==> config.mk <==
export PLATFORM = sky130hd
export DESIGN_NAME = iso_date_sort_key_flat
export DESIGN_NICKNAME = d
export VERILOG_FILES = /design/src/design/isodk_pkg.sv /design/src/design/isodk_char_if.sv /design/src/design/isodk_key_if.sv /design/src/design/isodk_parse.sv /design/src/design/iso_date_sort_key.sv /design/src/flat_wrapper.sv
export VERILOG_INCLUDE_DIRS = /design/src /design/src/design
export SDC_FILE = /design/constraint.sdc
export NUM_CORES = 1
export LEC_CHECK = 0
export ABC_AREA = 1
export BUFFER_PORTS_ARGS = -buffer_cell sky130_fd_sc_hd__buf_2
export CORE_UTILIZATION = 58
export CTS_CLUSTER_SIZE = 24
export DETAILED_ROUTE_END_ITERATION = 10
export PLACE_DENSITY = 0.79
export SYNTH_ARGS = -nofsm -noshare
export SYNTH_HDL_FRONTEND = slang
export SYNTH_SLANG_ARGS = --single-unit
==> constraint.sdc <==
create_clock -name i_clk -period 5 [get_ports i_clk]
set_input_delay 0.25 -clock i_clk [delete_from_list [all_inputs] [get_ports i_clk]]
set_output_delay 0.25 -clock i_clk [all_outputs]
set_load 0.03 [all_outputs]
==> src/design/iso_date_sort_key_defines.svh <==
// Assertion macros shared by the date key design.
`ifndef ISO_DATE_SORT_KEY_DEFINES_SVH
`define ISO_DATE_SORT_KEY_DEFINES_SVH

`ifndef NO_ASSERTIONS

// Check a property while out of reset.
`define ISODK_ASSERT(name, clk, rst_n, prop) \
    name: assert property (@(posedge clk) disable iff (!rst_n) prop) \
        else $error("isodk assertion failed");

// Check a property at every edge, reset included.
`define ISODK_ASSERT_ALWAYS(name, clk, prop) \
    name: assert property (@(posedge clk) prop) \
        else $error("isodk assertion failed");

`else

`define ISODK_ASSERT(name, clk, rst_n, prop)
`define ISODK_ASSERT_ALWAYS(name, clk, prop)

`endif

`endif

==> src/design/isodk_pkg.sv <==
`timescale 1ns / 1ps

package isodk_pkg;

    // Field and state widths
    localparam int CHAR_W  = 8;
    localparam int KEY_W   = 27;
    localparam int POS_W   = 4;
    localparam int YEAR_W  = 14;
    localparam int MD_W    = 7;
    localparam int DIGIT_W = 4;
    localparam int MDAY_W  = 5;

    // Characters
    localparam logic [CHAR_W-1:0] CHAR_ZERO = 8'h30;
    localparam logic [CHAR_W-1:0] CHAR_NINE = 8'h39;
    localparam logic [CHAR_W-1:0] CHAR_DASH = 8'h2D;
    localparam logic [CHAR_W-1:0] CHAR_T    = 8'h54;

    // Character positions within the string
    localparam logic [POS_W-1:0] POS_YEAR_0 = 4'd0;
    localparam logic [POS_W-1:0] POS_YEAR_1 = 4'd1;
    localparam logic [POS_W-1:0] POS_YEAR_2 = 4'd2;
    localparam logic [POS_W-1:0] POS_YEAR_3 = 4'd3;
    localparam logic [POS_W-1:0] POS_SEP_1  = 4'd4;
    localparam logic [POS_W-1:0] POS_MON_LO = 4'd5;
    localparam logic [POS_W-1:0] POS_MON_HI = 4'd6;
    localparam logic [POS_W-1:0] POS_SEP_2  = 4'd7;
    localparam logic [POS_W-1:0] POS_DAY_LO = 4'd8;
    localparam logic [POS_W-1:0] POS_DAY_HI = 4'd9;
    localparam logic [POS_W-1:0] POS_TIME   = 4'd10;
    localparam logic [POS_W-1:0] POS_SAT    = 4'd11;

    // Arithmetic constants
    localparam logic [DIGIT_W-1:0] DEC_BASE    = 4'd10;
    localparam logic [MD_W-1:0]    MONTH_MAX   = 7'd12;
    localparam logic [MD_W-1:0]    MONTH_FEB   = 7'd2;
    localparam logic [YEAR_W-1:0]  YEAR_SCALE  = 14'd10000;
    localparam logic [MD_W-1:0]    MONTH_SCALE = 7'd100;
    localparam logic [KEY_W-1:0]   KEY_MIN     = 27'd10000;
    localparam logic [KEY_W-1:0]   KEY_MAX     = 27'd99991231;

    // Parsed string, handed from the parser to the key stage
    typedef struct packed {
        logic [YEAR_W-1:0] year;
        logic [MD_W-1:0]   month;
        logic [MD_W-1:0]   day;
        logic              has_month;
        logic              has_day;
        logic              century;   // last two year digits are zero
        logic              bad;       // format, length, year or month fault
    } t_fin;

    // Days in a common year for a month in 1..12
    function automatic logic [MDAY_W-1:0] month_days(input logic [MD_W-1:0] month);
        logic [MDAY_W-1:0] days;
        if (month == MONTH_FEB) begin
            days = 5'd28;
        end else if (month inside {7'd4, 7'd6, 7'd9, 7'd11}) begin
            days = 5'd30;
        end else begin
            days = 5'd31;
        end
        return days;
    endfunction

endpackage

==> src/design/isodk_char_if.sv <==
`timescale 1ns / 1ps

interface isodk_char_if;
    import isodk_pkg::*;

    logic              valid;
    logic              ready;
    logic [CHAR_W-1:0] char_code;
    logic              last_char;

    modport source (output valid, output char_code, output last_char, input ready);
    modport sink   (input valid, input char_code, input last_char, output ready);
endinterface

==> src/design/isodk_key_if.sv <==
`timescale 1ns / 1ps

interface isodk_key_if;
    import isodk_pkg::*;

    logic             valid;
    logic             ready;
    logic [KEY_W-1:0] date_key;

    modport source (output valid, output date_key, input ready);
    modport sink   (input valid, input date_key, output ready);
endinterface

==> src/design/isodk_parse.sv <==
`timescale 1ns / 1ps
`include "iso_date_sort_key_defines.svh"

module isodk_parse (
    input  logic              i_clk,
    input  logic              i_rst_n,
    isodk_char_if.sink        i_char,
    output logic              o_fin_valid,
    output isodk_pkg::t_fin   o_fin,
    input  logic              i_fin_take
);
    import isodk_pkg::*;

    logic              r_in_valid;
    logic [CHAR_W-1:0] r_char;
    logic              r_last;

    logic [POS_W-1:0]  r_pos;
    logic [YEAR_W-1:0] r_year;
    logic [MD_W-1:0]   r_month;
    logic [MD_W-1:0]   r_day;
    logic              r_cent;
    logic              r_err;

    logic [POS_W-1:0]  n_pos;
    logic [YEAR_W-1:0] n_year;
    logic [MD_W-1:0]   n_month;
    logic [MD_W-1:0]   n_day;
    logic              n_cent;
    logic              n_err;

    logic              r_fin_valid;
    t_fin              r_fin;
    t_fin              n_fin;

    logic              w_fin_free;
    logic              w_go;
    logic              w_in_free;
    logic              w_is_digit;
    logic [CHAR_W-1:0] w_char_off;
    logic [DIGIT_W-1:0] w_digit;
    logic              w_len_ok;

    // Handshake: a final item needs room in the parsed-string slot
    assign w_fin_free   = !r_fin_valid || i_fin_take;
    assign w_go         = r_in_valid && (!r_last || w_fin_free);
    assign w_in_free    = !r_in_valid || w_go;
    assign i_char.ready = w_in_free;

    // Capture the incoming item
    always_ff @(posedge i_clk) begin
        if (!i_rst_n) begin
            r_in_valid <= 1'b0;
        end else if (w_in_free) begin
            r_in_valid <= i_char.valid;
        end
    end

    always_ff @(posedge i_clk) begin
        if (w_in_free && i_char.valid) begin
            r_char <= i_char.char_code;
            r_last <= i_char.last_char;
        end
    end

    // Classify the character
    assign w_is_digit = (r_char >= CHAR_ZERO) && (r_char <= CHAR_NINE);
    assign w_char_off = r_char - CHAR_ZERO;
    assign w_digit    = w_char_off[DIGIT_W-1:0];

    // Check the character against its position and accumulate digits
    always_comb begin
        n_year  = r_year;
        n_month = r_month;
        n_day   = r_day;
        n_cent  = r_cent;
        n_err   = r_err;
        n_pos   = (r_pos == POS_SAT) ? r_pos : r_pos + 1'b1;
        case (r_pos)
            POS_YEAR_0, POS_YEAR_1, POS_YEAR_2, POS_YEAR_3: begin
                if (!w_is_digit) begin
                    n_err = 1'b1;
                end else begin
                    n_year = YEAR_W'(r_year * YEAR_W'(DEC_BASE) + YEAR_W'(w_digit));
                    if (r_pos == POS_YEAR_2) begin
                        n_cent = (w_digit == '0);
                    end else if (r_pos == POS_YEAR_3) begin
                        n_cent = r_cent && (w_digit == '0);
                    end
                end
            end
            POS_MON_LO, POS_MON_HI: begin
                if (!w_is_digit) begin
                    n_err = 1'b1;
                end else begin
                    n_month = MD_W'(r_month * MD_W'(DEC_BASE) + MD_W'(w_digit));
                end
            end
            POS_DAY_LO, POS_DAY_HI: begin
                if (!w_is_digit) begin
                    n_err = 1'b1;
                end else begin
                    n_day = MD_W'(r_day * MD_W'(DEC_BASE) + MD_W'(w_digit));
                end
            end
            POS_SEP_1, POS_SEP_2: begin
                if (r_char != CHAR_DASH) begin
                    n_err = 1'b1;
                end
            end
            POS_TIME: begin
                if (r_char != CHAR_T) begin
                    n_err = 1'b1;
                end
            end
            default: begin
                n_err = r_err;
            end
        endcase
    end

    // Judge the string as it stands after its final character
    assign w_len_ok = (r_pos == POS_YEAR_3) || (r_pos == POS_MON_HI) || (r_pos >= POS_DAY_HI);

    always_comb begin
        n_fin.year      = n_year;
        n_fin.month     = n_month;
        n_fin.day       = n_day;
        n_fin.has_month = (r_pos >= POS_MON_HI);
        n_fin.has_day   = (r_pos >= POS_DAY_HI);
        n_fin.century   = n_cent;
        n_fin.bad       = n_err || !w_len_ok || (n_year == '0)
                        || (n_fin.has_month && ((n_month == '0) || (n_month > MONTH_MAX)));
    end

    // Advance the string state; clear it after the final character
    always_ff @(posedge i_clk) begin
        if (!i_rst_n) begin
            r_pos   <= '0;
            r_year  <= '0;
            r_month <= '0;
            r_day   <= '0;
            r_cent  <= 1'b0;
            r_err   <= 1'b0;
        end else if (w_go) begin
            if (r_last) begin
                r_pos   <= '0;
                r_year  <= '0;
                r_month <= '0;
                r_day   <= '0;
                r_cent  <= 1'b0;
                r_err   <= 1'b0;
            end else begin
                r_pos   <= n_pos;
                r_year  <= n_year;
                r_month <= n_month;
                r_day   <= n_day;
                r_cent  <= n_cent;
                r_err   <= n_err;
            end
        end
    end

    // Hold the parsed string until the key stage takes it
    always_ff @(posedge i_clk) begin
        if (!i_rst_n) begin
            r_fin_valid <= 1'b0;
        end else if (w_go && r_last) begin
            r_fin_valid <= 1'b1;
        end else if (i_fin_take) begin
            r_fin_valid <= 1'b0;
        end
    end

    always_ff @(posedge i_clk) begin
        if (w_go && r_last) begin
            r_fin <= n_fin;
        end
    end

    assign o_fin_valid = r_fin_valid;
    assign o_fin       = r_fin;

    `ISODK_ASSERT(a_pos_saturates, i_clk, i_rst_n, r_pos <= POS_SAT)
    `ISODK_ASSERT(a_clear_after_last, i_clk, i_rst_n, (w_go && r_last) |=> ((r_pos == '0) && !r_err && (r_year == '0)))
    `ISODK_ASSERT(a_fin_held, i_clk, i_rst_n, (r_fin_valid && !i_fin_take) |=> (r_fin_valid && $stable(r_fin)))

endmodule

==> src/design/iso_date_sort_key.sv <==
`timescale 1ns / 1ps
`include "iso_date_sort_key_defines.svh"

// ISO 8601 date string to YYYYMMDD sort key. Characters enter one per cycle on
// i_char as ready allows, with last_char set on the final one; for each string exactly one
// key leaves on o_key, year*10000 + month*100 + day, with an absent month or
// day as zero and 0 for a malformed string. Accepted forms are YYYY, YYYY-MM
// and YYYY-MM-DD optionally followed by 'T' and anything. The block takes one
// character every cycle unless a final character waits for room in the
// parsed-string register; a key passes from the input register through the
// parsed-string register to the key register, which takes the key formed
// from the year*10000 product and the day check. A stalled output still lets
// a further string be parsed up to its final character.
module iso_date_sort_key (
    input  logic        i_clk,
    input  logic        i_rst_n,
    isodk_char_if.sink  i_char,
    isodk_key_if.source o_key
);
    import isodk_pkg::*;

    logic              w_fin_valid;
    t_fin              w_fin;
    logic              w_out_free;

    logic              r_out_valid;
    logic [KEY_W-1:0]  r_key;
    logic [KEY_W-1:0]  n_key;

    logic              w_leap;
    logic [MDAY_W-1:0] w_max_day;
    logic              w_bad;
    logic [MD_W-1:0]   w_month;
    logic [MD_W-1:0]   w_day;

    // Parse characters and accumulate fields
    isodk_parse u_parse (
        .i_clk       (i_clk),
        .i_rst_n     (i_rst_n),
        .i_char      (i_char),
        .o_fin_valid (w_fin_valid),
        .o_fin       (w_fin),
        .i_fin_take  (w_out_free)
    );

    assign w_out_free = !r_out_valid || o_key.ready;

    // Check the day against the month, with the Gregorian leap rule
    assign w_leap    = (w_fin.year[1:0] == '0) && (!w_fin.century || (w_fin.year[3:0] == '0));
    assign w_max_day = month_days(w_fin.month) + MDAY_W'(w_leap && (w_fin.month == MONTH_FEB));
    assign w_bad     = w_fin.bad
                     || (w_fin.has_day && ((w_fin.day == '0)
                                           || (w_fin.day > MD_W'(w_max_day))));

    // Form the key
    assign w_month = w_fin.has_month ? w_fin.month : '0;
    assign w_day   = w_fin.has_day ? w_fin.day : '0;
    assign n_key   = w_bad ? '0
                   : KEY_W'(w_fin.year) * KEY_W'(YEAR_SCALE)
                     + KEY_W'(w_month) * KEY_W'(MONTH_SCALE)
                     + KEY_W'(w_day);

    // Result register
    always_ff @(posedge i_clk) begin
        if (!i_rst_n) begin
            r_out_valid <= 1'b0;
        end else if (w_out_free) begin
            r_out_valid <= w_fin_valid;
        end
    end

    always_ff @(posedge i_clk) begin
        if (w_out_free && w_fin_valid) begin
            r_key <= n_key;
        end
    end

    assign o_key.valid    = r_out_valid;
    assign o_key.date_key = r_key;

    `ISODK_ASSERT(a_key_range, i_clk, i_rst_n, (r_out_valid && (r_key != '0)) |-> ((r_key >= KEY_MIN) && (r_key <= KEY_MAX)))
    `ISODK_ASSERT(a_fin_not_lost, i_clk, i_rst_n, (w_fin_valid && w_out_free) |=> r_out_valid)
    `ISODK_ASSERT_ALWAYS(a_reset_idle, i_clk, !i_rst_n |=> !r_out_valid)

endmodule

==> src/flat_wrapper.sv <==
// flat-port wrapper written by rule: the top's interface ports become plain ports
module iso_date_sort_key_flat import isodk_pkg::*;
  (i_clk, i_rst_n, i_char_valid, i_char_char_code, i_char_last_char, i_char_ready, o_key_valid, o_key_date_key, o_key_ready);
  isodk_char_if i_char_i ();
  isodk_key_if o_key_i ();
  input  logic i_clk;
  input  logic i_rst_n;
  input wire logic [$bits(i_char_i.valid)-1:0] i_char_valid;
  input wire logic [$bits(i_char_i.char_code)-1:0] i_char_char_code;
  input wire logic [$bits(i_char_i.last_char)-1:0] i_char_last_char;
  output wire logic [$bits(i_char_i.ready)-1:0] i_char_ready;
  output wire logic [$bits(o_key_i.valid)-1:0] o_key_valid;
  output wire logic [$bits(o_key_i.date_key)-1:0] o_key_date_key;
  input wire logic [$bits(o_key_i.ready)-1:0] o_key_ready;
  assign i_char_i.valid = i_char_valid;
  assign i_char_i.char_code = i_char_char_code;
  assign i_char_i.last_char = i_char_last_char;
  assign i_char_ready = i_char_i.ready;
  assign o_key_valid = o_key_i.valid;
  assign o_key_date_key = o_key_i.date_key;
  assign o_key_i.ready = o_key_ready;
  iso_date_sort_key u_core (.i_clk(i_clk), .i_rst_n(i_rst_n), .i_char(i_char_i), .o_key(o_key_i));
endmodule
==> results_dict.tcl <==
set metrics [dict create \
    slew_violations 0 \
    ys_ff_latch 105 \
    cts_made_buffers 9 \
    root_buffer "clkbuf_16" \
    synth_edf_count 68 \
    dp.cells 1542 \
    ff2ff_setup_slack_ns 0.11 \
    setup_slack_ns 0.106 \
    path_max_fanout 4 \
    status "finished clean" \
    r2r-start "u_core.u_parse.o_fin[3]$_DFFE_PP_" \
    clk_latency_ns 0.36 \
    path_clk_slew_ns 0.07 \
    first_pass_iters 5 \
    syn_avg_cell_area_um2 7.90 \
    synth_nets 1491 \
    holdWs_ns 0.0566 \
    setup_viol 0 \
    hold_viol_final 0 \
    start_util_pct 60.2 \
    drive_gt1_share_pct 14.4 \
    p_total_mw 2.15 \
    hold_path_class "input pin to flop" \
    io_pins 42 \
    cts_tree "built" \
    p_per_area_mw_per_mm2 191 \
    synthArstFlopShare_pct 0 \
    grt_pass1_vias 7951 \
    gp_congestion 0.921 \
    finalCriticalPeriod_ns 4.89 \
    cp.depth 26 \
    fin_nets 1552 \
    rows 47 \
    yosysSeqAreaShare_pct 27.5 \
    drtIter0Drc 507 \
    grt_remaining_overflow 0 \
    synth-main-ff-cell "edfxtp_1" \
    final_cell_mix "nand2_1 (299), inv_1 (220), ha_1 (141)" \
    required_ns 5.08 \
    tightest_slew_ns 0.993 \
    endpoint_kind "flop" \
    r2r_cells 26 \
    cp-startpoint "u_core.u_parse.o_fin[3]$_DFFE_PP_" \
    path_buf_inv 4 \
    viasPerCell 5.34 \
    drc 0 \
    synth_area_mm2 0.0101 \
    relSlewSlack_pct 33.4 \
    gr-usage-all-layers_pct 24.3 \
    finish.utilization_pct 66.9 \
    stdcell_count 1567 \
    rsz0062_at_grt "true" \
    die_y_um 134 \
    design.die.area_mm2 0.0180 \
    postRouteWirelength_um 21200 \
    power.leakage_nw 5.65 \
    drv_cap 0 \
    n_antenna_cell 0 \
    io_buffers 41 \
    htree_levels 3 \
    peakVddDrop_uv 240 \
    critPathTopFamily "adder cells" \
    fillers 1387 \
    grt_pass1_wl_um 35200 \
    startpoint_type "flop" \
    die_x_um 134 \
    cts_sinks 105 \
    dpl.hpwl_um 16400 \
    grt_max_degree 35 \
    antenna_left 0 \
    dpl_worst_slack_ns -0.203 \
    worstReg2RegEnd "u_core.o_key.date_key[20]$_SDFFCE_PP0P_" \
    wl_per_cell_um 13.5 \
    ys_types 52 \
    fin_skew_ns 0.00790 \
    slowest_delay_ns 0.53 \
    clk_path_buf_depth 2 \
    crit_arrival_ns 4.98 \
    crit_type "flop to flop" \
    antenna_found_initial 0 \
    yosysWarnings 0 \
    syn_to_final_growth_pct 11.2 \
    syn_inst 1281 \
    final_common_cell "nand2_1" \
    cp_slowest_cell "fa_1" \
    critPathCapture "u_core.o_key.date_key[20]$_SDFFCE_PP0P_" \
    vias 8370 \
    timing.fmax_ghz 0.204 \
    final.period_utilization_pct 97.9 \
    core_area_mm2 0.0168 \
]
-- worst min-delay path by stage --
| stage | from | end | slack, ns | depth (start not counted) |
|---|---|---|---|---|
| finish | i_char_char_code[5] | u_core.u_parse.r_char[5]$_DFFE_PP_ | 0.06 | 1 |
| global route | i_char_char_code[5] | u_core.u_parse.r_char[5]$_DFFE_PP_ | 0.05 | 1 |
| CTS | i_char_char_code[5] | u_core.u_parse.r_char[5]$_DFFE_PP_ | 0.05 | 1 |
| detailed placement | i_char_char_code[4] | u_core.u_parse.r_char[4]$_DFFE_PP_ | 0.43 | 1 |
| global placement | i_char_last_char | u_core.u_parse.r_last$_DFFE_PP_ | 0.43 | 1 |
| floorplan | i_char_char_code[0] | u_core.u_parse.r_char[0]$_DFFE_PP_ | 0.35 | 0 |
-- synthesized netlist by cell type (10+ instances only) --
master	count	area, um^2
fa_1	41	821
nand3_1	71	355
nand2_2	16	100
xor2_1	14	123
edfxtp_1	68	2040
a21oi_1	92	460
nand2_1	303	1140
ha_1	156	1950
inv_1	229	860
xnor2_1	18	158
dfxtp_1	37	741
inv_2	10	37.5
nand4_1	10	62.6
nor2_1	66	248
nor2_2	11	68.8
o21ai_0	34	170
-- stage by stage --
stage	cell area (um^2)	TNS, ns
after global placement	10600	0
after global routing	11200	-0.421
after detailed placement	10600	-0.610
final	11200	0
after floorplan	10100	0
after CTS	11000	0
-- per-layer routing --
layer	GRT usage (%)	up-vias	wire, um
met1	29.6	3832	9240
met4	9.68	0	658
met5	0	-	0
met3	3.55	59	772
li1	-	4271	-
met2	43.1	208	10500
-- cell families after synthesis --
| group | share of synthesized area [%] |
|---|---|
| simple gates | 23.7 |
| buf+inv | 9.70 |
| fa+ha+maj | 27.4 |
| compound gates | 8.88 |
| flops | 27.5 |
| xor+xnor | 2.77 |
-- repair_timing --
action | CTS | global route
gates resized for setup | 6 | 44
buffers inserted | 3 | 6
hold buffers | 0 | 0
pin swaps | 3 | 35
setup endpoints to repair | 10 | 11
-- cell type report --
cell class | instances | area, um^2 | area share (%)
clock inverters | 5 | 40.0 | 0.356
flip-flops and latches | 105 | 2780 | 24.7
inverters | 242 | 913 | 8.12
clock buffers | 11 | 243 | 2.16
multi-input cells | 920 | 6610 | 58.8
repair buffers | 64 | 382 | 3.39
well taps | 220 | 275 | 2.45
-- registers in the layout (all words and copies together) (netlist names) --
register,cells
u_core.u_parse.r_pos,4
u_core.u_parse.r_in_valid,1
u_core.u_parse.r_year,14
u_core.u_parse.r_char,8
u_core.u_parse.r_day,7
u_core.u_parse.r_month,7
u_core.u_parse.r_cent,1
u_core.u_parse.o_fin_valid,1
u_core.u_parse.r_err,1
u_core.o_key.date_key,27
u_core.o_key.valid,1
u_core.u_parse.r_last,1
u_core.u_parse.o_fin,32
-- power by group --
group,internal [mW],switching (mW),leakage [nW]
Clock,0.356,0.334,0.136
Combinational,0.192,0.325,4.56
Sequential,0.932,0.0127,0.951
(Power assumes the default switching activity.)
